File: src/hdl/chmt_pkg.sv
package chmt_pkg;

	localparam int CordicMax = 24;
	localparam int AngW = 32;
	localparam int TenthsPerTurn = 3600;

	typedef enum logic [1:0] {
		CFG_X_OFFSET = 2'd0,
		CFG_Y_OFFSET = 2'd1,
		CFG_Z_OFFSET = 2'd2,
		CFG_DECL     = 2'd3
	} cfg_idx_t;

	typedef enum logic [2:0] {
		ST_IDLE,
		ST_PREP,
		ST_RUN,
		ST_SCALE,
		ST_WRAP,
		ST_OUT
	} state_t;

	function automatic logic [AngW-1:0] atan_turn(input logic [4:0] i);
		logic [AngW-1:0] r;
		begin
			case (i)
				5'd0: r = 32'h20000000;
				5'd1: r = 32'h12E4051E;
				5'd2: r = 32'h09FB385B;
				5'd3: r = 32'h051111D4;
				5'd4: r = 32'h028B0D43;
				5'd5: r = 32'h0145D7E1;
				5'd6: r = 32'h00A2F61E;
				5'd7: r = 32'h00517C55;
				5'd8: r = 32'h0028BE53;
				5'd9: r = 32'h00145F2F;
				5'd10: r = 32'h000A2F98;
				5'd11: r = 32'h000517CC;
				5'd12: r = 32'h00028BE6;
				5'd13: r = 32'h000145F3;
				5'd14: r = 32'h0000A2F9;
				5'd15: r = 32'h0000517D;
				5'd16: r = 32'h000028BE;
				5'd17: r = 32'h0000145F;
				5'd18: r = 32'h00000A30;
				5'd19: r = 32'h00000518;
				5'd20: r = 32'h0000028C;
				5'd21: r = 32'h00000146;
				5'd22: r = 32'h000000A3;
				5'd23: r = 32'h00000051;
				default: r = '0;
			endcase
			return r;
		end
	endfunction

endpackage

File: src/hdl/compass_heading_magnitude_tracker_unit.sv
// an input beat passes the prep, cordic run, scale and wrap states before the
// result beat is offered
// no new beat is taken until the result leaves
// the square root chain (SAMPLE_BITS+1 cells) finishes before the wrap state takes its root
// reset: minima to the most positive sample, maxima to the most negative,
// offsets and declination to zero, no result pending
module compass_heading_magnitude_tracker_unit #(
	parameter int SAMPLE_BITS = 12,
	parameter int ANGLE_ITERATIONS = 16
) (
	input  logic                 clk,
	input  logic                 arst_n,
	input  logic                 s_tvalid,
	output logic                 s_tready,
	input  logic [3*SAMPLE_BITS+((8-(3*SAMPLE_BITS)%8)%8)-1:0] s_tdata, // mag_x, mag_y, mag_z
	output logic                 m_tvalid,
	input  logic                 m_tready,
	output logic [14+8*SAMPLE_BITS+((8-(14+8*SAMPLE_BITS)%8)%8)-1:0] m_tdata,
	// heading, magnitude_xy, magnitude_xyz, min_x/y/z_seen, max_x/y/z_seen
	input  logic                 cfg_we,
	input  logic [1:0]           cfg_index,
	input  logic [((SAMPLE_BITS > 12) ? SAMPLE_BITS : 12)-1:0] cfg_data
);
	import chmt_pkg::*;

	localparam int SB = SAMPLE_BITS;
	localparam int DW = SB + 1;
	localparam int RW = SB + 1;
	localparam int NW = 2 * SB + 4;
	localparam int CW = SB + 2 + 24 + 2;
	localparam int IT = (ANGLE_ITERATIONS < CordicMax) ? ANGLE_ITERATIONS : CordicMax;
	// run long enough for the square root chain to settle as well
	localparam int RL = (IT > SB) ? IT : SB;
	localparam int MW = $bits(m_tdata);

	logic signed [SB-1:0] xo_q, yo_q, zo_q;
	logic signed [11:0]   decl_q;
	logic signed [SB-1:0] lx_q, ly_q, lz_q, hx_q, hy_q, hz_q;
	logic signed [DW-1:0] dx_q, dy_q, dz_q;
	logic signed [CW-1:0] cx_q, cy_q;
	logic [AngW-1:0]      ang_q;
	logic [4:0]           it_q;
	logic [AngW+12-1:0]   prod_q;
	logic [11:0]          hd_q;
	logic [NW-1:0]        sxy_q, sxyz_q;
	logic [RW-1:0]        rxy, rxyz;
	logic [MW-1:0]        out_q;
	logic                 zero_q;
	state_t state_q, state_d;

	logic signed [SB-1:0] rx, ry, rz;
	assign rx = s_tdata[SB-1:0];
	assign ry = s_tdata[2*SB-1:SB];
	assign rz = s_tdata[3*SB-1:2*SB];

	always_ff @(posedge clk or negedge arst_n) begin
		if (!arst_n) begin
			xo_q <= '0; yo_q <= '0; zo_q <= '0; decl_q <= '0;
		end else if (cfg_we) begin
			case (cfg_index)
				CFG_X_OFFSET: xo_q <= cfg_data[SB-1:0];
				CFG_Y_OFFSET: yo_q <= cfg_data[SB-1:0];
				CFG_Z_OFFSET: zo_q <= cfg_data[SB-1:0];
				CFG_DECL:     decl_q <= cfg_data[11:0];
				default: ;
			endcase
		end
	end

	always_ff @(posedge clk or negedge arst_n) begin
		if (!arst_n) state_q <= ST_IDLE;
		else state_q <= state_d;
	end

	always_comb begin
		state_d = state_q;
		s_tready = 1'b0;
		m_tvalid = 1'b0;
		case (state_q)
			ST_IDLE: begin
				s_tready = 1'b1;
				if (s_tvalid) state_d = ST_PREP;
			end
			ST_PREP: state_d = ST_RUN;
			ST_RUN: if (it_q == 5'(RL - 1)) state_d = ST_SCALE;
			ST_SCALE: state_d = ST_WRAP;
			ST_WRAP: state_d = ST_OUT;
			ST_OUT: begin
				m_tvalid = 1'b1;
				if (m_tready) state_d = ST_IDLE;
			end
			default: state_d = ST_IDLE;
		endcase
	end

	// running extremes
	always_ff @(posedge clk or negedge arst_n) begin
		if (!arst_n) begin
			lx_q <= {1'b0, {(SB-1){1'b1}}}; ly_q <= {1'b0, {(SB-1){1'b1}}};
			lz_q <= {1'b0, {(SB-1){1'b1}}};
			hx_q <= {1'b1, {(SB-1){1'b0}}}; hy_q <= {1'b1, {(SB-1){1'b0}}};
			hz_q <= {1'b1, {(SB-1){1'b0}}};
		end else if (s_tvalid && s_tready) begin
			if (rx < lx_q) lx_q <= rx;
			if (ry < ly_q) ly_q <= ry;
			if (rz < lz_q) lz_q <= rz;
			if (rx > hx_q) hx_q <= rx;
			if (ry > hy_q) hy_q <= ry;
			if (rz > hz_q) hz_q <= rz;
		end
	end

	logic signed [2*DW-1:0] px, py, pz;
	assign px = dx_q * dx_q;
	assign py = dy_q * dy_q;
	assign pz = dz_q * dz_q;

	logic signed [CW-1:0] shx, shy;
	assign shx = cx_q >>> it_q;
	assign shy = cy_q >>> it_q;

	always_ff @(posedge clk) begin
		case (state_q)
			ST_IDLE: if (s_tvalid) begin
				dx_q <= DW'(rx) - DW'(xo_q);
				dy_q <= DW'(ry) - DW'(yo_q);
				dz_q <= DW'(rz) - DW'(zo_q);
			end
			ST_PREP: begin
				sxy_q  <= NW'(unsigned'(px)) + NW'(unsigned'(py));
				sxyz_q <= NW'(unsigned'(px)) + NW'(unsigned'(py)) + NW'(unsigned'(pz));
				zero_q <= (dx_q == '0) && (dy_q == '0);
				it_q <= '0;
				if (dx_q < 0) begin
					cx_q <= -(CW'(dx_q) <<< 24);
					cy_q <= -(CW'(dy_q) <<< 24);
					ang_q <= 32'h80000000;
				end else begin
					cx_q <= CW'(dx_q) <<< 24;
					cy_q <= CW'(dy_q) <<< 24;
					ang_q <= '0;
				end
			end
			ST_RUN: begin
				it_q <= it_q + 5'd1;
				if (it_q < 5'(IT)) begin
					if (cy_q > 0) begin
						cx_q <= cx_q + shy;
						cy_q <= cy_q - shx;
						ang_q <= ang_q + atan_turn(it_q);
					end else begin
						cx_q <= cx_q - shy;
						cy_q <= cy_q + shx;
						ang_q <= ang_q - atan_turn(it_q);
					end
				end
			end
			ST_SCALE: prod_q <= (zero_q ? 44'd0 : 44'(ang_q) * 44'd3600) + 44'h80000000;
			ST_WRAP: begin
				logic [12:0] t;
				logic signed [14:0] h;
				t = 13'(prod_q[43:32]);
				if (t >= 13'd3600) t = t - 13'd3600;
				h = 15'(t) + 15'(decl_q);
				if (h < 0) h = h + 15'sd3600;
				if (h < 0) h = h + 15'sd3600;
				if (h >= 15'sd3600) h = h - 15'sd3600;
				if (h >= 15'sd3600) h = h - 15'sd3600;
				hd_q <= h[11:0];
				out_q <= MW'({hz_q, hy_q, hx_q, lz_q, ly_q, lx_q, rxyz, rxy, h[11:0]});
			end
			default: ;
		endcase
	end

	chmt_sqrt_chain #(.NW(NW), .RW(RW)) u_sq_xy (
		.clk(clk), .en(1'b1), .value(sxy_q), .root(rxy));
	chmt_sqrt_chain #(.NW(NW), .RW(RW)) u_sq_xyz (
		.clk(clk), .en(1'b1), .value(sxyz_q), .root(rxyz));

	assign m_tdata = out_q;

	a_one_side: assert property (@(posedge clk) disable iff (!arst_n)
		!(s_tready && m_tvalid)) else $error("input and output both open");
	a_head_rng: assert property (@(posedge clk) disable iff (!arst_n)
		m_tvalid |-> hd_q < 12'd3600) else $error("heading out of range");
	a_hold: assert property (@(posedge clk) disable iff (!arst_n)
		m_tvalid && !m_tready |=> m_tvalid && $stable(out_q)) else $error("result lost");
	a_ext: assert property (@(posedge clk) disable iff (!arst_n)
		m_tvalid |-> lx_q <= hx_q) else $error("extremes crossed");
endmodule

File: src/hdl/chmt_sqrt_cell.sv
// one cell of a digit-by-digit square root chain; each cell settles one root bit
module chmt_sqrt_cell #(
	parameter int NW = 40,
	parameter int RW = 13,
	parameter int BITPOS = 0
) (
	input  logic          clk,
	input  logic          en,
	input  logic [NW-1:0] rem_in,
	input  logic [RW-1:0] root_in,
	output logic [NW-1:0] rem_q,
	output logic [RW-1:0] root_q
);
	logic [NW-1:0] trial;
	logic [NW-1:0] root_ext;

	assign root_ext = NW'(root_in);
	// (2r + b) * b with b = 2^BITPOS, r holding only higher bits
	assign trial = (root_ext << (BITPOS + 1)) + (NW'(1) << (2 * BITPOS));

	always_ff @(posedge clk) begin
		if (en) begin
			if (rem_in >= trial) begin
				rem_q  <= rem_in - trial;
				root_q <= root_in | (RW'(1) << BITPOS);
			end else begin
				rem_q  <= rem_in;
				root_q <= root_in;
			end
		end
	end
endmodule

File: src/hdl/chmt_sqrt_chain.sv
module chmt_sqrt_chain #(
	parameter int NW = 40,
	parameter int RW = 13
) (
	input  logic          clk,
	input  logic          en,
	input  logic [NW-1:0] value,
	output logic [RW-1:0] root
);
	logic [NW-1:0] rem_w  [RW+1];
	logic [RW-1:0] root_w [RW+1];

	assign rem_w[0]  = value;
	assign root_w[0] = '0;

	for (genvar g = 0; g < RW; g++) begin : g_cell
		chmt_sqrt_cell #(.NW(NW), .RW(RW), .BITPOS(RW - 1 - g)) u_cell (
			.clk(clk), .en(en),
			.rem_in(rem_w[g]), .root_in(root_w[g]),
			.rem_q(rem_w[g+1]), .root_q(root_w[g+1])
		);
	end

	assign root = root_w[RW];
endmodule

File: config.mk
export PLATFORM = sky130hd
export DESIGN_NAME = compass_heading_magnitude_tracker_unit
export DESIGN_NICKNAME = d
export VERILOG_FILES = /design/src/hdl/chmt_pkg.sv /design/src/hdl/compass_heading_magnitude_tracker_unit.sv /design/src/hdl/chmt_sqrt_cell.sv /design/src/hdl/chmt_sqrt_chain.sv
export SDC_FILE = /design/constraint.sdc
export NUM_CORES = 2
export LEC_CHECK = 0
export BUFFER_PORTS_ARGS = -buffer_cell sky130_fd_sc_hd__buf_4
export CELL_PAD_IN_SITES_DETAIL_PLACEMENT = 1
export CELL_PAD_IN_SITES_GLOBAL_PLACEMENT = 2
export CORE_ASPECT_RATIO = 0.7
export CORE_MARGIN = 2
export CORE_UTILIZATION = 33
export DETAILED_ROUTE_END_ITERATION = 16
export PLACE_DENSITY_LB_ADDON = 0.1
export REMOVE_ABC_BUFFERS = 1
export SETUP_SLACK_MARGIN = 0.15
export SYNTH_ARGS = -nofsm -noshare
export SYNTH_HDL_FRONTEND = slang
export SYNTH_SLANG_ARGS = --single-unit
export TNS_END_PERCENT = 20
File: constraint.sdc
create_clock -name clk -period 13.7 [get_ports clk]
set_input_delay 1.37 -clock clk [delete_from_list [all_inputs] [get_ports clk]]
set_output_delay 1.37 -clock clk [all_outputs]
set_load 0.01 [all_outputs]
==> results.sh <==
export IMPL_worst_pin_slew_ps=1131
export IMPL_vias=61640
export IMPL_grt_max_degree=84
export IMPL_ant_nets=0
export IMPL_crit_top_cell="o21ai_0"
export IMPL_post_synth_top_count_cell="inv_1"
export IMPL_synthTopCellsByArea="dfxtp_1 20%, ha_1 12%, edfxtp_1 12%"
export IMPL_min_period_over_period_pct=76.20
export IMPL_finalMaxSlewViolations=0
export IMPL_first_global_vias=65280
export IMPL_crit_path_start_kind="flip-flop"
export IMPL_drt_pass1_iter_count=5
export IMPL_stdcell_area_sq_um=97810
export IMPL_cap_violations=0
export IMPL_track_usage_pct=18.23
export IMPL_grt_setup_unrepaired="no"
export IMPL_syn_avg_cell_area_sq_um=9.928
export IMPL_path_class="flip-flop to flip-flop"
export IMPL_drt_iter0_drc=3055
export IMPL_ys_top_cells_by_count="1089 x inv_1, 884 x dfxtp_1, 823 x ha_1, 638 x nand2_1, 599 x nor2_1"
export IMPL_tns_ps=0
export IMPL_fin_worst_skew_ps=63.50
export IMPL_start_util_pct=33.26
export IMPL_critical_path_slowest_cell="edfxtp_1"
export IMPL_hold_class="flip-flop to flip-flop"
export IMPL_cts_hold_buf=0
export IMPL_synth_edf_count=334
export IMPL_cts_buffers=158
export IMPL_finalHoldViolations=0
export IMPL_die_area_sq_um=268300
export IMPL_arrival_ps=10970
export IMPL_vias_per_cell=4.899
export IMPL_place_congestion=0.8149
export IMPL_yosysWarningCount=0
export IMPL_postCtsSetupRepairBufs=0
export IMPL_crit_fanout=16
export IMPL_core_area_sq_um=262000
export IMPL_fin_crit_ps=10440
export IMPL_wl_per_cell_um=19.38
export IMPL_cts_sinks=1341
export IMPL_synth_top_cell_by_area="dfxtp_1"
export IMPL_synth_ff_latch_count=1341
export IMPL_cts_max_path_buffers=4
export IMPL_cp_end_kind="flip-flop"
export IMPL_synth_top_area_share_pct=20.30
export IMPL_slew_headroom_pct=24.45
export IMPL_finish_net_count=10340
export IMPL_required_ps=14230
export IMPL_wl_um=243900
export IMPL_clkTransAtPathRegs_ps=60
export IMPL_portBuffers=166
export IMPL_fp_row_count=157
export IMPL_async_flop_share_pct=9.172
export IMPL_htree_levels=4
export IMPL_drive_above_1_share_pct=9.075
export IMPL_fillCellCount=29470
export IMPL_cts_resized=0
export IMPL_antenna_found_initial=5
export IMPL_finalSetupViolCount=0
export IMPL_syn_area_sq_um=87160
export IMPL_ys_types=106
export IMPL_dp_hpwl_um=194200
export IMPL_slowest_delay_ps=870
export IMPL_route_detailed_drc=0
export IMPL_cts_tree="yes"
export IMPL_place_area_sq_um=92510
export IMPL_floorplan_die_width_um=618.3
export IMPL_outcome="complete, no violations"
export IMPL_fmax_mhz=95.79
export IMPL_area_delta_synth_final_pct=12.22
export IMPL_synth_ff_type="dfxtp_1"
export IMPL_yosysSeqAreaShare_pct=35.39
export IMPL_grt_overflow_total=0
export IMPL_ios=173
export IMPL_clk_latency_ps=820
export IMPL_root_buffer="clkbuf_16"
export IMPL_fp_dieH_um=434.0
export IMPL_synthCells=8779
export IMPL_grt_pass1_wl_um=385400
per-stage QoR:
stage / instances / worst slack, ps / utilization (%) / hold slack (ps)
after detailed placement: 12300 / 3437 / 35.30 / 337.7
final: 12580 / 3261 / 37.33 / 307.6
after CTS: 12580 / 3348 / 37.32 / 303.2
after global routing: 12580 / 2492 / 37.32 / 308.2
after global placement: 12300 / 3482 / 35.30 / 337.1
after floorplan: 8563 / 2386 / - / 322.4
routing by layer:
metal | global-route usage [%] | up-vias | routed length (um)
li1 | - | 30160 | -
met1 | 28.38 | 30470 | 130900
met2 | 26.48 | 769 | 98930
met3 | 2.764 | 240 | 10200
met4 | 3.254 | 2 | 3861
met5 | 0 | - | 16
worst paths after layout:
check                      slack (ps)                                   to                                start  cells after the start
min in group asynchronous         590                              hy_q[8]                               arst_n                      1
min                               310  u_sq_xyz.g_cell[3].u_cell.rem_q[17]  u_sq_xyz.g_cell[2].u_cell.rem_q[17]                      0
max                              3260                           sxyz_q[25]                              dx_q[3]                     38
min reg2reg                       310  u_sq_xyz.g_cell[3].u_cell.rem_q[17]  u_sq_xyz.g_cell[2].u_cell.rem_q[17]                      0
max in group asynchronous       11940                           state_q[2]                               arst_n                      2
max reg2reg                      3260                           sxyz_q[25]                              dx_q[3]                     38
cell usage in the layout (no fill, tap or decap), drive strengths merged, types with 30 or more instances in the layout:
cell type	count
a211oi	55
and3	38
inv	1101
or2	37
xor2	264
ha	823
fa	498
and2	138
or4	33
dfrtp	87
nand4	61
clkbuf	211
a21o	183
mux2i	87
dfstp	36
edfxtp	334
nand3	112
o21ai	428
o21a	94
nor2b	121
mux4	82
xnor2	441
nor3	170
o31ai	66
nor4	125
dfxtp	884
a21oi	373
mux2	135
nand2	638
o211ai	30
nand2b	131
nor2	599
clkinv	42
or3	63
a31oi	30
a21boi	37
buf	236
registers in the layout, indices dropped and copies added (netlist names), 13 cells and up, named ones only:
signal / count
dz_q: 13
u_sq_xyz.g_cell.u_cell.rem_q: 336
cy_q: 40
u_sq_xy.g_cell.u_cell.rem_q: 336
sxy_q: 27
u_sq_xy.g_cell.u_cell.root_q: 91
u_sq_xyz.g_cell.u_cell.root_q: 91
dy_q: 13
dx_q: 13
sxyz_q: 28
cx_q: 40
m_tdata: 110
ang_q: 32
worst max-delay path, delay by kind of cell (launching register included):
| family | cells | cell delay (ps) |
|---|---|---|
| buffers and inverters | 3 | 140 |
| AO/OA/AOI/OAI | 14 | 3160 |
| flip-flops | 1 | 870 |
| XOR/XNOR | 3 | 400 |
| AND/OR/NAND/NOR | 9 | 1780 |
| adder cells (fa/ha/maj) | 9 | 3780 |
layout make-up:
class / instances / area [sq um] / share of cell area [%]
Clock inverter: 70 / 758.2 / 0.7752
Sequential cell: 1341 / 30850 / 31.54
Tap cell: 3498 / 4377 / 4.475
Antenna cell: 4 / 10.01 / 0.01023
Clock buffer: 211 / 4534 / 4.636
Timing Repair Buffer: 236 / 1775 / 1.815
Inverter: 1092 / 4099 / 4.191
Multi-Input combinational cell: 6130 / 51410 / 52.56
cell families after synthesis:
logic type / after synthesis / synth area share, %
adder cells (fa/ha/maj): 1321 / 23.25
XOR/XNOR: 705 / 7.101
multiplexers: 304 / 4.862
AO/OA/AOI/OAI: 1445 / 10.43
buffers and inverters: 1311 / 5.706
other: 1 / 0.004302
AND/OR/NAND/NOR: 2351 / 13.25
flip-flops: 1341 / 35.39
Power is not shown: default switching activity piles up to over one toggle a cycle in this logic, so the estimate is an artifact.
